===== src/rtl/pva_pkg.sv =====
`timescale 1ns / 1ps
// ----------------------------------------------------------------------------
// pva_pkg
// shared types and constants of the priority voice allocator
// ----------------------------------------------------------------------------
package pva_pkg;

  // field widths
  localparam int ACT_W = 2;
  localparam int CH_W  = 7;
  localparam int PRI_W = 8;

  // request codes
  localparam logic [ACT_W-1:0] ACT_PLAY   = 2'd0;
  localparam logic [ACT_W-1:0] ACT_SETPRI = 2'd1;
  localparam logic [ACT_W-1:0] ACT_FINISH = 2'd2;
  localparam logic [ACT_W-1:0] ACT_TICK   = 2'd3;

  // running minimum starts above every real priority
  localparam logic [PRI_W:0] PRI_NONE = 9'h100;

  typedef enum logic [1:0] {
    ST_IDLE,
    ST_SCAN,
    ST_COMMIT
  } pva_state_t;

  typedef struct packed {
    logic capture;
    logic scan_step;
    logic commit;
  } pva_cmd_t;

  typedef struct packed {
    logic auto_play;
    logic scan_done;
  } pva_sts_t;

endpackage


===== src/rtl/pva_dp.sv =====
`timescale 1ns / 1ps
// ----------------------------------------------------------------------------
// pva_dp
// channel table, slot scan and result register
// ----------------------------------------------------------------------------
module pva_dp #(
  parameter int CHANNELS = 16
) (
  input  logic                           clk,
  input  logic                           rst,
  input  pva_pkg::pva_cmd_t              cmd,
  output pva_pkg::pva_sts_t              sts,
  input  logic [pva_pkg::ACT_W-1:0]      action,
  input  logic signed [pva_pkg::CH_W-1:0] requested_channel,
  input  logic [pva_pkg::PRI_W-1:0]      priority_req,
  output logic signed [pva_pkg::CH_W-1:0] granted_channel,
  output logic                           replaced,
  output logic                           accepted
);

  localparam int IDX_W = (CHANNELS > 1) ? $clog2(CHANNELS) : 1;
  localparam logic [IDX_W-1:0] LAST = IDX_W'(CHANNELS - 1);

  // captured request
  logic [pva_pkg::ACT_W-1:0] req_action;
  logic [pva_pkg::CH_W-1:0]  req_ch;
  logic [pva_pkg::PRI_W-1:0] req_prio;

  // channel table
  logic [CHANNELS-1:0]       busy;
  logic [CHANNELS-1:0]       pending;
  logic [pva_pkg::PRI_W-1:0] prio_mem [CHANNELS];

  // scan
  logic [IDX_W-1:0]          scan_idx;
  logic                      issue_more;
  logic [IDX_W-1:0]          cmp_idx;
  logic                      cmp_valid;
  logic [pva_pkg::PRI_W-1:0] prio_q;
  logic [pva_pkg::PRI_W:0]   low_pri;
  logic [IDX_W-1:0]          low_idx;
  logic                      pick_free;
  logic [IDX_W-1:0]          pick_idx;

  // commit decode
  logic [IDX_W-1:0] ch_idx;
  logic             in_range;
  logic             auto_ok;
  logic [IDX_W-1:0] auto_idx;
  logic [IDX_W-1:0] sel;
  logic             ok;
  logic             set_busy;
  logic             wr_pri;
  logic             set_pend;
  logic             tick;
  logic             cmp_busy;

  assign sts.auto_play = (action == pva_pkg::ACT_PLAY) && requested_channel[pva_pkg::CH_W-1];

  assign cmp_busy      = busy[cmp_idx];
  assign sts.scan_done = cmp_valid && (!cmp_busy || (cmp_idx == LAST));

  assign ch_idx   = req_ch[IDX_W-1:0];
  assign in_range = !req_ch[pva_pkg::CH_W-1] &&
                    ({1'b0, req_ch[pva_pkg::CH_W-2:0]} < pva_pkg::CH_W'(CHANNELS));
  assign auto_ok  = pick_free || (low_pri < {1'b0, req_prio});
  assign auto_idx = pick_free ? pick_idx : low_idx;

  always_comb begin
    ok       = 1'b0;
    sel      = ch_idx;
    set_busy = 1'b0;
    wr_pri   = 1'b0;
    set_pend = 1'b0;
    tick     = 1'b0;
    case (req_action)
      pva_pkg::ACT_PLAY: begin
        if (req_ch[pva_pkg::CH_W-1]) begin
          sel = auto_idx;
          ok  = auto_ok;
        end else begin
          ok = in_range;
        end
        set_busy = ok;
        wr_pri   = ok;
      end
      pva_pkg::ACT_SETPRI: begin
        ok     = in_range && busy[ch_idx];
        wr_pri = ok;
      end
      pva_pkg::ACT_FINISH: begin
        ok       = in_range;
        set_pend = ok;
      end
      pva_pkg::ACT_TICK: begin
        ok   = 1'b1;
        tick = 1'b1;
      end
      default: begin
        ok = 1'b0;
      end
    endcase
  end

  // request capture
  always_ff @(posedge clk) begin
    if (cmd.capture) begin
      req_action <= action;
      req_ch     <= requested_channel;
      req_prio   <= priority_req;
    end
  end

  // occupied and release marks
  always_ff @(posedge clk) begin
    if (rst) begin
      busy    <= '0;
      pending <= '0;
    end else if (cmd.commit) begin
      if (tick) begin
        busy    <= busy & ~pending;
        pending <= '0;
      end else begin
        if (set_busy) begin
          busy[sel] <= 1'b1;
        end
        if (set_pend) begin
          pending[ch_idx] <= 1'b1;
        end
      end
    end
  end

  // priority memory, one write and one registered read port
  always_ff @(posedge clk) begin
    if (cmd.commit && wr_pri) begin
      prio_mem[sel] <= req_prio;
    end
  end

  always_ff @(posedge clk) begin
    if (cmd.scan_step && issue_more) begin
      prio_q <= prio_mem[scan_idx];
    end
  end

  // slot scan: read stage then compare stage
  always_ff @(posedge clk) begin
    if (rst) begin
      issue_more <= 1'b0;
      cmp_valid  <= 1'b0;
      pick_free  <= 1'b0;
      scan_idx   <= '0;
      low_pri    <= pva_pkg::PRI_NONE;
    end else if (cmd.capture) begin
      issue_more <= 1'b1;
      cmp_valid  <= 1'b0;
      pick_free  <= 1'b0;
      scan_idx   <= '0;
      low_pri    <= pva_pkg::PRI_NONE;
    end else if (cmd.scan_step) begin
      cmp_valid <= issue_more;
      if (issue_more) begin
        cmp_idx <= scan_idx;
        if (scan_idx == LAST) begin
          issue_more <= 1'b0;
        end else begin
          scan_idx <= scan_idx + 1'b1;
        end
      end
      if (cmp_valid && !pick_free) begin
        if (!cmp_busy) begin
          pick_free <= 1'b1;
          pick_idx  <= cmp_idx;
        end else if ({1'b0, prio_q} < low_pri) begin
          low_pri <= {1'b0, prio_q};
          low_idx <= cmp_idx;
        end
      end
    end
  end

  // result register
  always_ff @(posedge clk) begin
    if (cmd.commit) begin
      accepted <= ok;
      if ((req_action == pva_pkg::ACT_PLAY) && ok) begin
        granted_channel <= pva_pkg::CH_W'(sel);
        replaced        <= busy[sel];
      end else begin
        granted_channel <= '1;
        replaced        <= 1'b0;
      end
    end
  end

endmodule


===== src/rtl/pva_ctrl.sv =====
`timescale 1ns / 1ps
// ----------------------------------------------------------------------------
// pva_ctrl
// sequencer and handshake control of the priority voice allocator
// ----------------------------------------------------------------------------
module pva_ctrl (
  input  logic                  clk,
  input  logic                  rst,
  input  logic                  in_valid,
  output logic                  in_ready,
  output logic                  out_valid,
  input  logic                  out_ready,
  input  pva_pkg::pva_sts_t     sts,
  output pva_pkg::pva_cmd_t     cmd
);

  pva_pkg::pva_state_t state;
  pva_pkg::pva_state_t state_next;
  logic                out_valid_next;
  logic                out_free;

  assign out_free = !out_valid || out_ready;

  always_ff @(posedge clk) begin
    if (rst) begin
      state     <= pva_pkg::ST_IDLE;
      out_valid <= 1'b0;
    end else begin
      state     <= state_next;
      out_valid <= out_valid_next;
    end
  end

  always_comb begin
    state_next     = state;
    in_ready       = 1'b0;
    cmd            = '0;
    out_valid_next = out_valid && !out_ready;
    case (state)
      pva_pkg::ST_IDLE: begin
        in_ready = 1'b1;
        if (in_valid) begin
          cmd.capture = 1'b1;
          state_next  = sts.auto_play ? pva_pkg::ST_SCAN : pva_pkg::ST_COMMIT;
        end
      end
      pva_pkg::ST_SCAN: begin
        cmd.scan_step = 1'b1;
        if (sts.scan_done) begin
          state_next = pva_pkg::ST_COMMIT;
        end
      end
      pva_pkg::ST_COMMIT: begin
        if (out_free) begin
          cmd.commit     = 1'b1;
          out_valid_next = 1'b1;
          state_next     = pva_pkg::ST_IDLE;
        end
      end
      default: begin
        state_next = pva_pkg::ST_IDLE;
      end
    endcase
  end

endmodule


===== src/rtl/priority_voice_allocator.sv =====
`timescale 1ns / 1ps
// ----------------------------------------------------------------------------
// priority_voice_allocator
// playback channel allocator with lowest-priority voice stealing
// ----------------------------------------------------------------------------
//  channel | handshake           | payload
//  --------+---------------------+--------------------------------------------
//  in      | in_valid / in_ready | action, requested_channel, priority_req
//  out     | out_valid/out_ready | granted_channel, replaced, accepted
//
//  explicit requests (set priority, finished, tick, play on a named channel)
//  go through capture, then commit into the table and result register
//  automatic play scans the table one slot a cycle through the priority
//  memory read port between capture and commit, stopping at the first
//  free slot or after the last slot
//  reset clears the occupied and release marks at once; no clearing pass
//  a waiting result does not block the next request; only the commit of
//  that request waits for the result register to empty
// ----------------------------------------------------------------------------
module priority_voice_allocator #(
  parameter int CHANNELS = 16
) (
  input  logic                            clk,
  input  logic                            rst,
  input  logic                            in_valid,
  output logic                            in_ready,
  input  logic [pva_pkg::ACT_W-1:0]       action,
  input  logic signed [pva_pkg::CH_W-1:0] requested_channel,
  input  logic [pva_pkg::PRI_W-1:0]       priority_req,
  output logic                            out_valid,
  input  logic                            out_ready,
  output logic signed [pva_pkg::CH_W-1:0] granted_channel,
  output logic                            replaced,
  output logic                            accepted
);

  // command and status between sequencer and datapath
  pva_pkg::pva_cmd_t cmd;
  pva_pkg::pva_sts_t sts;

  // sequencer: owns both handshakes
  pva_ctrl u_ctrl (
    .clk       (clk),
    .rst       (rst),
    .in_valid  (in_valid),
    .in_ready  (in_ready),
    .out_valid (out_valid),
    .out_ready (out_ready),
    .sts       (sts),
    .cmd       (cmd)
  );

  // datapath: channel table, priority memory, scan and result register
  pva_dp #(
    .CHANNELS (CHANNELS)
  ) u_dp (
    .clk               (clk),
    .rst               (rst),
    .cmd               (cmd),
    .sts               (sts),
    .action            (action),
    .requested_channel (requested_channel),
    .priority_req      (priority_req),
    .granted_channel   (granted_channel),
    .replaced          (replaced),
    .accepted          (accepted)
  );

endmodule

===== config.mk =====
export PLATFORM = sky130hd
export DESIGN_NAME = priority_voice_allocator
export DESIGN_NICKNAME = d
export VERILOG_FILES = /design/src/rtl/pva_pkg.sv /design/src/rtl/pva_dp.sv /design/src/rtl/pva_ctrl.sv /design/src/rtl/priority_voice_allocator.sv
export SDC_FILE = /design/constraint.sdc
export NUM_CORES = 1
export LEC_CHECK = 0
export BUFFER_PORTS_ARGS = -buffer_cell sky130_fd_sc_hd__buf_2
export CORE_MARGIN = 2
export CORE_UTILIZATION = 50
export DETAILED_ROUTE_END_ITERATION = 8
export PLACE_DENSITY = 0.69
export SLEW_MARGIN = 20
export SYNTH_ARGS = -nofsm -noshare
export SYNTH_HDL_FRONTEND = slang
export SYNTH_HIERARCHICAL = 1
export SYNTH_SLANG_ARGS = --single-unit

===== constraint.sdc =====
create_clock -name clk -period 2.9 [get_ports clk]
set_input_delay 0.58 -clock clk [delete_from_list [all_inputs] [get_ports clk]]
set_output_delay 0.58 -clock clk [all_outputs]
set_load 0.01 [all_outputs]

==> metrics.cfg, run 1 <==
[status]
status=completed

[synth]
synth-seq-cells=223
synth_edf_count=172
ys_seq_area_frac=0.655
synth_top_cell_by_area=edfxtp_1
synthCells=626
syn-mean-instance-area_um2=15.1
syn-cell-area_mm2=0.00945
synthFlopType=edfxtp_1
synthDistinctLibCells=52
synth_area_leaders=edfxtp_1 (55%), mux4_2 (11%), dfxtp_1 (11%), nand2_1 (2.7%), mux2i_1 (2.2%)
yosysTopAreaCellShare=0.547
ys_warn_count=6
async_flop_share=0
synth_nets=662

[placement]
io_buffer_count=31
place_congestion=0.894
dp.cells=895
post-dp-hpwl_mm=15.1

[worst_setup_path]
endpoint_kind=flop
worst-path-buf-inv=1
worstPathArrival_ns=3.12
crit_family=multiplexers
cp_slowest_cell=edfxtp_1
cp_max_fo=16
crit_top_cell=mux4_2
crit_path_cell_trace=mux4_2, mux4_2, nand2b_4, nand2_4, a21oi_1, buf_4
r2r_cells=6
critical_path.startpoint_type=flop
slowest_delay_ns=0.69
r2r_start=u_dp/req_ch[0]
rrSetupSlack_ns=0.06
worstSetupPathType=reg2reg
rr_endpoint=u_dp/prio_mem[1][3]
required_ns=3.17

[hold_path]
min_delay_path_depth=1
min_path_type=in2reg
hold_end=u_dp/req_ch[5]
hp-start=requested_channel[5]

[cts]
cts_sinks=223
clk_pin_slew_ns=0.06
tritoncts=yes
h-tree-depth=1
ctsHoldBuffers=0
clockBufferDepth=3
clk_latency_ns=0.52
numCtsBuffers=23
cts_root_buf=clkbuf_16

[global_route]
track_usage=0.218
grt_pass1_wl_mm=32.9
overflow=0
grt_antenna_before_repair=0
grt_pass1_vias=5682
grt_max_degree=37

[finish]
diodes=0
area_growth_pct=15.4
stdcell_count=942
nFillCells=1464
final_common_cell=edfxtp_1
nNetsFinal=727
drive_gt1_frac=0.257
final_cell_mix=edfxtp_1 (172), nand2_1 (69), dfxtp_1 (50)

[timing]
slew_violations=0
rsz0062_at_grt=yes
period_share=0.981
skew_ns=0.00969
hold_violations=0
hold-worst-slack_ns=0.233
period_minus_slack_ns=2.84
tns_ns=0
fmax_mhz=352
slew_headroom=0.345
worstMarginPinSlew_ns=0.982
final-setup-viol-count=0

[route]
drt_wl_total_mm=21.3
drc=0
via_per_inst=5.99
drtAntennaViolNets=0
wl_per_cell_um=22.6
drt_iter0_drc=561
vias=5639
dr.pass1.iters=5

[floorplan]
die_h_um=141
core_mm2=0.0186
rows=50
io_pins=32
start_util=0.507
die_w_um=141
die_area_mm2=0.0200

[pwr]
p_switching_mw=1.40
p_seq_frac=0.528
power_frac_clock=0.438
max-vdd-ir-drop_mv=0.573
combPwrFrac=0.034
p_per_area_mw_per_mm2=609
swShare=0.210
p_leak_nw=3.62
intPower_mw=5.24

[job]
cap_viol_max_count=0

synth_stat cells, types with 3 or more instances:
| master | number |
|---|---|
| a211o_1 | 3 |
| a21o_1 | 8 |
| a21oi_1 | 24 |
| a21oi_2 | 10 |
| a311oi_1 | 3 |
| a31oi_1 | 9 |
| and2_1 | 3 |
| buf_1 | 4 |
| buf_2 | 6 |
| buf_6 | 3 |
| clkbuf_1 | 20 |
| dfxtp_1 | 51 |
| edfxtp_1 | 172 |
| ha_1 | 15 |
| inv_1 | 21 |
| mux2i_1 | 21 |
| mux4_2 | 48 |
| nand2_1 | 69 |
| nand2b_1 | 9 |
| nand3_1 | 4 |
| nand3b_1 | 18 |
| nor2_1 | 36 |
| nor2b_1 | 4 |
| o211ai_1 | 3 |
| o21ai_0 | 6 |
| o221ai_1 | 3 |
| o22ai_1 | 4 |
| o31ai_1 | 17 |
power groups by stage:
stage	logic, mW	registers (mW)	clock network [mW]
finish	0.227	3.51	2.91
detailed placement	0.219	3.57	0
floorplan	0.113	3.57	0
global placement	0.213	3.57	0
global route	0.248	3.51	3.09
CTS	0.219	3.50	2.95
how the worst max path moves through the flow:
stage / cells after the start / end / from / slack, ns
3_5_place_dp: 6 / u_dp/prio_mem[14][1] / u_dp/req_prio[7] / 0.0007
3_3_place_gp: 5 / u_dp/prio_mem[14][1] / u_dp/req_ch[0] / 0.09
2_1_floorplan: 8 / u_dp/prio_mem[10][0] / u_dp/req_prio[6] / 0.18
5_1_grt: 9 / u_dp/prio_mem[10][2] / u_dp/req_prio[5] / -0.07
6_report: 6 / u_dp/prio_mem[1][3] / u_dp/req_ch[0] / 0.06
4_1_cts: 5 / u_dp/prio_mem[0][2] / u_dp/req_ch[0] / 0.08
worst register-to-register path, stage by stage, from the launching register on:
cell and delay [ns]:
edfxtp_1 0.69, mux4_2 0.61, mux4_2 0.48, nand2b_4 0.17, nand2_4 0.29, a21oi_1 0.15, buf_4 0.21
sequential cells by signal (all words and copies together), names as in the netlist, 5 cells and up:
signal / count
u_dp/busy: 16
u_dp/granted_channel: 5
u_dp/low_pri: 9
u_dp/pending: 16
u_dp/prio_mem: 128
u_dp/prio_q: 8
u_dp/req_ch: 7
u_dp/req_prio: 8
layer usage:
layer  track usage  part of all wire  up-vias
li1              -                 -     2542
met1         0.321              0.44     2835
met2         0.346              0.47      228
met3        0.0375             0.075       34
met4        0.0505             0.018        0
met5             0                 0        -
logic make-up (layout without fill, tap and decap cells):
| family | Yosys count | in the layout | share of synthesized area |
|---|---|---|---|
| adder cells (fa/ha/maj) | 15 | 15 | 0.0199 |
| AND/OR/NAND/NOR | 160 | 160 | 0.0825 |
| XOR/XNOR | 1 | 1 | 0.000927 |
| multiplexers | 71 | 71 | 0.142 |
| AO/OA/AOI/OAI | 99 | 99 | 0.0718 |
| flip-flops | 223 | 223 | 0.655 |
| buffers and inverters | 57 | 139 | 0.0278 |
final cells by class:
type | instances | area [µm²] | share of cell area
clock inverter | 15 | 139 | 0.0127
clock buffer | 27 | 611 | 0.0560
tap | 234 | 293 | 0.0269
multi-input combinational | 346 | 3080 | 0.283
inverter | 21 | 78.8 | 0.00723
sequential | 223 | 6190 | 0.568
timing repair buffer | 76 | 509 | 0.0467
timing repair:
action / in CTS / in global routing
buffers inserted: 0 / 5
resized for setup: 1 / 12
pin swaps: 0 / 1
endpoints found under the setup margin: 4 / 108
metrics by stage:
step	utilization	cell area, µm²	total power, mW	worst slack [ns]
after global placement	0.538	10000	3.78	0.0923
after floorplan	-	9450	3.68	0.177
after detailed placement	0.538	10000	3.79	0.000719
after CTS	0.578	10800	6.68	0.0794
final	0.585	10900	6.64	0.0551
after global routing	0.585	10900	6.85	-0.0653
Note: power is estimated with default switching activity, not from simulation.
==> inputs of run 2 (changes only) <==
--- a/config.mk
+++ b/config.mk
@@ -5,11 +5,13 @@
 export SDC_FILE = /design/constraint.sdc
 export NUM_CORES = 1
 export LEC_CHECK = 0
-export BUFFER_PORTS_ARGS = -buffer_cell sky130_fd_sc_hd__buf_2
 export CORE_MARGIN = 2
 export CORE_UTILIZATION = 50
+export CTS_BUF_LIST = sky130_fd_sc_hd__clkbuf_8
 export DETAILED_ROUTE_END_ITERATION = 8
-export PLACE_DENSITY = 0.69
+export DONT_BUFFER_PORTS = 1
+export MAX_ROUTING_LAYER = met4
+export PLACE_DENSITY = 0.68
 export SLEW_MARGIN = 20
 export SYNTH_ARGS = -nofsm -noshare
 export SYNTH_HDL_FRONTEND = slang
==> metrics.cfg, run 2 (synthesized netlist as in run 1, its figures left out) <==
[pwr]
p_per_area_mw_per_mm2=598  ; -1.8%
p_seq_frac=0.539  ; +0.011
p_leak_nw=3.62  ; about the same
power_frac_clock=0.430  ; -0.008
intPower_mw=5.10  ; -2.7%
max-vdd-ir-drop_mv=0.454  ; -21%
p_switching_mw=1.40  ; +0.57%
combPwrFrac=0.031  ; -0.003
swShare=0.216  ; +0.00556

[placement]
dp_slack_ns=-0.0509  ; -0.0516 ns
post-dp-hpwl_mm=14.5  ; -4.3%
place_congestion=0.926  ; +3.5%
dp.cells=875  ; -2.2%
io_buffer_count=0  ; -100%
dpl_cell_area_mm2=0.00997  ; -0.60%

[hold_path]
hold_end=u_ctrl/state[1]
hp-start=rst
min_delay_path_depth=1  ; unchanged
min_path_type=in2reg

[floorplan]
io_pins=32  ; unchanged
die_area_mm2=0.0200  ; unchanged
rows=50  ; unchanged
die_h_um=141  ; unchanged
start_util=0.507  ; unchanged
core_mm2=0.0186  ; unchanged
die_w_um=141  ; unchanged

[worst_setup_path]
rr_endpoint=u_dp/prio_mem[13][3]
cp_max_fo=17  ; +1
cp_slowest_cell=a21oi_1
r2r_cells=9  ; +3
r2r_start=u_dp/req_prio[6]
worstSetupPathType=reg2reg
crit_top_cell=buf_4
crit_path_cell_trace=buf_4, inv_1, ha_1, a21o_1, a211oi_2, o21a_1, o211ai_1, buf_4, a21oi_1
rrSetupSlack_ns=0.03  ; -0.02 ns
required_ns=3.05  ; -0.12 ns
worst-path-buf-inv=3  ; +2
critical_path.startpoint_type=flop
endpoint_kind=flop
crit_family=compound AO/OA/AOI/OAI gates
slowest_delay_ns=0.66  ; -0.03 ns
worstPathArrival_ns=3.02  ; -0.10 ns

[global_route]
track_usage=0.216  ; -0.00241
grt_antenna_before_repair=0  ; unchanged
grt_max_degree=37  ; unchanged
global_route.usage.met3=0.0493  ; +0.0118
grt_busiest_layer=met2
use_met2=0.332  ; -0.0141
grt_pass1_wl_mm=31.8  ; -3.3%
overflow=0  ; unchanged
grt_pass1_vias=5692  ; +0.18%
grtUsageMet1=0.295  ; -0.0257

[route]
drt_iter0_drc=560  ; -0.18%
drt_wl_total_mm=20.4  ; -4.1%
via_per_inst=5.94  ; -0.74%
drtAntennaViolNets=0  ; unchanged
dr.pass1.iters=5  ; unchanged
drc=0  ; unchanged
vias=5627  ; -0.21%
wl_per_cell_um=21.6  ; -4.6%

[cts]
numCtsBuffers=38  ; +65%
clk_latency_ns=0.53  ; about the same
cts_root_buf=clkbuf_8
cts_sinks=223  ; unchanged
clk_pin_slew_ns=0.06  ; about the same
clockBufferDepth=3  ; unchanged
tritoncts=yes
h-tree-depth=2  ; +1

[timing]
final-setup-viol-count=0  ; unchanged
worstMarginPinSlew_ns=0.844  ; -0.138 ns
period_share=0.989  ; +0.00842
skew_ns=0.0139  ; +0.00424 ns
fmax_mhz=349  ; -0.85%
setup_ws_ns=0.0307  ; -0.0244 ns
rsz0062_at_grt=yes
period_minus_slack_ns=2.87  ; +0.0244 ns
hold_violations=0  ; unchanged
slew_violations=0  ; unchanged
tns_ns=0  ; unchanged
slew_headroom=0.432  ; +0.0873

[job]
cap_viol_max_count=0  ; unchanged

[finish]
nNetsFinal=721  ; -0.83%
stdcell_count=947  ; +0.53%
nFillCells=1443  ; -1.4%
finalInstanceArea_mm2=0.0109  ; -0.22%
reg_top3=u_dp/prio_mem x128, u_dp/busy x16, u_dp/pending x16
top_register=u_dp/prio_mem
final_cell_mix=edfxtp_1 (172), nand2_1 (69), dfxtp_1 (50), buf_4 (50), mux4_2 (48)
diodes=0  ; unchanged
drive_gt1_frac=0.248  ; -0.00882
multi_input_area_mm2=0.00309  ; +0.12%
final_common_cell=edfxtp_1
largest_register_ffs=128  ; unchanged
area_growth_pct=15.1
final_util=0.583  ; -0.00128
regArea_mm2=0.00619  ; unchanged

[status]
status=completed

==> run 2: cell types whose count changed in the layout (fill, tap and decap cells not counted), moves of 2 or more <==
cell	before	now
clkbuf_8	2	40
buf_2	31	0
clkbuf_16	23	0
inv_1	21	31
buf_4	43	50
buf_12	1	5
a21oi_1	21	23
clkbuf_1	2	0
clkinv_1	3	5
inv_6	0	2
==> run 2: what timing repair did <==
action | in CTS | in global routing
hold buffers | 0 | 0
pin swaps | 0 | 6
setup endpoints to repair | 51 | 129
buffers inserted | 0 | 4
resized for setup | 2 | 10
==> run 2: power groups by stage <==
stage / Clock (mW) / Sequential (mW) / Combinational (mW)
global route: 3.00 / 3.51 / 0.219
global placement: 0 / 3.57 / 0.190
detailed placement: 0 / 3.57 / 0.196
CTS: 2.86 / 3.51 / 0.197
finish: 2.80 / 3.51 / 0.201
floorplan: 0 / 3.57 / 0.113
==> run 2: worst max path at each step <==
stage	end	depth (start not counted)	start	slack [ns]
detailed placement	u_dp/prio_mem[0][0]	9	u_dp/req_prio[6]	-0.05
finish	u_dp/prio_mem[13][3]	9	u_dp/req_prio[6]	0.03
CTS	u_dp/prio_mem[13][6]	9	u_dp/req_prio[6]	-0.04
global placement	u_dp/prio_mem[4][0]	10	u_dp/req_prio[6]	0.14
floorplan	u_dp/prio_mem[10][0]	8	u_dp/req_prio[6]	0.18
global route	u_dp/prio_mem[13][3]	9	u_dp/req_prio[6]	-0.15
==> run 2: area by class of cell <==
type                    count  share of cell area
multi-input cells         346               0.284
well taps                 234              0.0269
repair buffers             55              0.0437
clock buffers              40              0.0506
inverters                  21             0.00725
clock inverters            28              0.0189
flip-flops and latches    223               0.569
==> run 2: through the flow <==
stage                     total power, mW  hold slack [ns]
after floorplan                      3.68            0.432
after global placement               3.76            0.455
after detailed placement             3.77            0.464
after CTS                            6.56           0.0983
after global routing                 6.73            0.100
final                                6.51            0.123
==> run 2: layer usage <==
metal  wire [µm]  part of all wire
met2        9620              0.47
met3        1610             0.079
met5           0                 0
met1        8860              0.43
met4         354             0.017
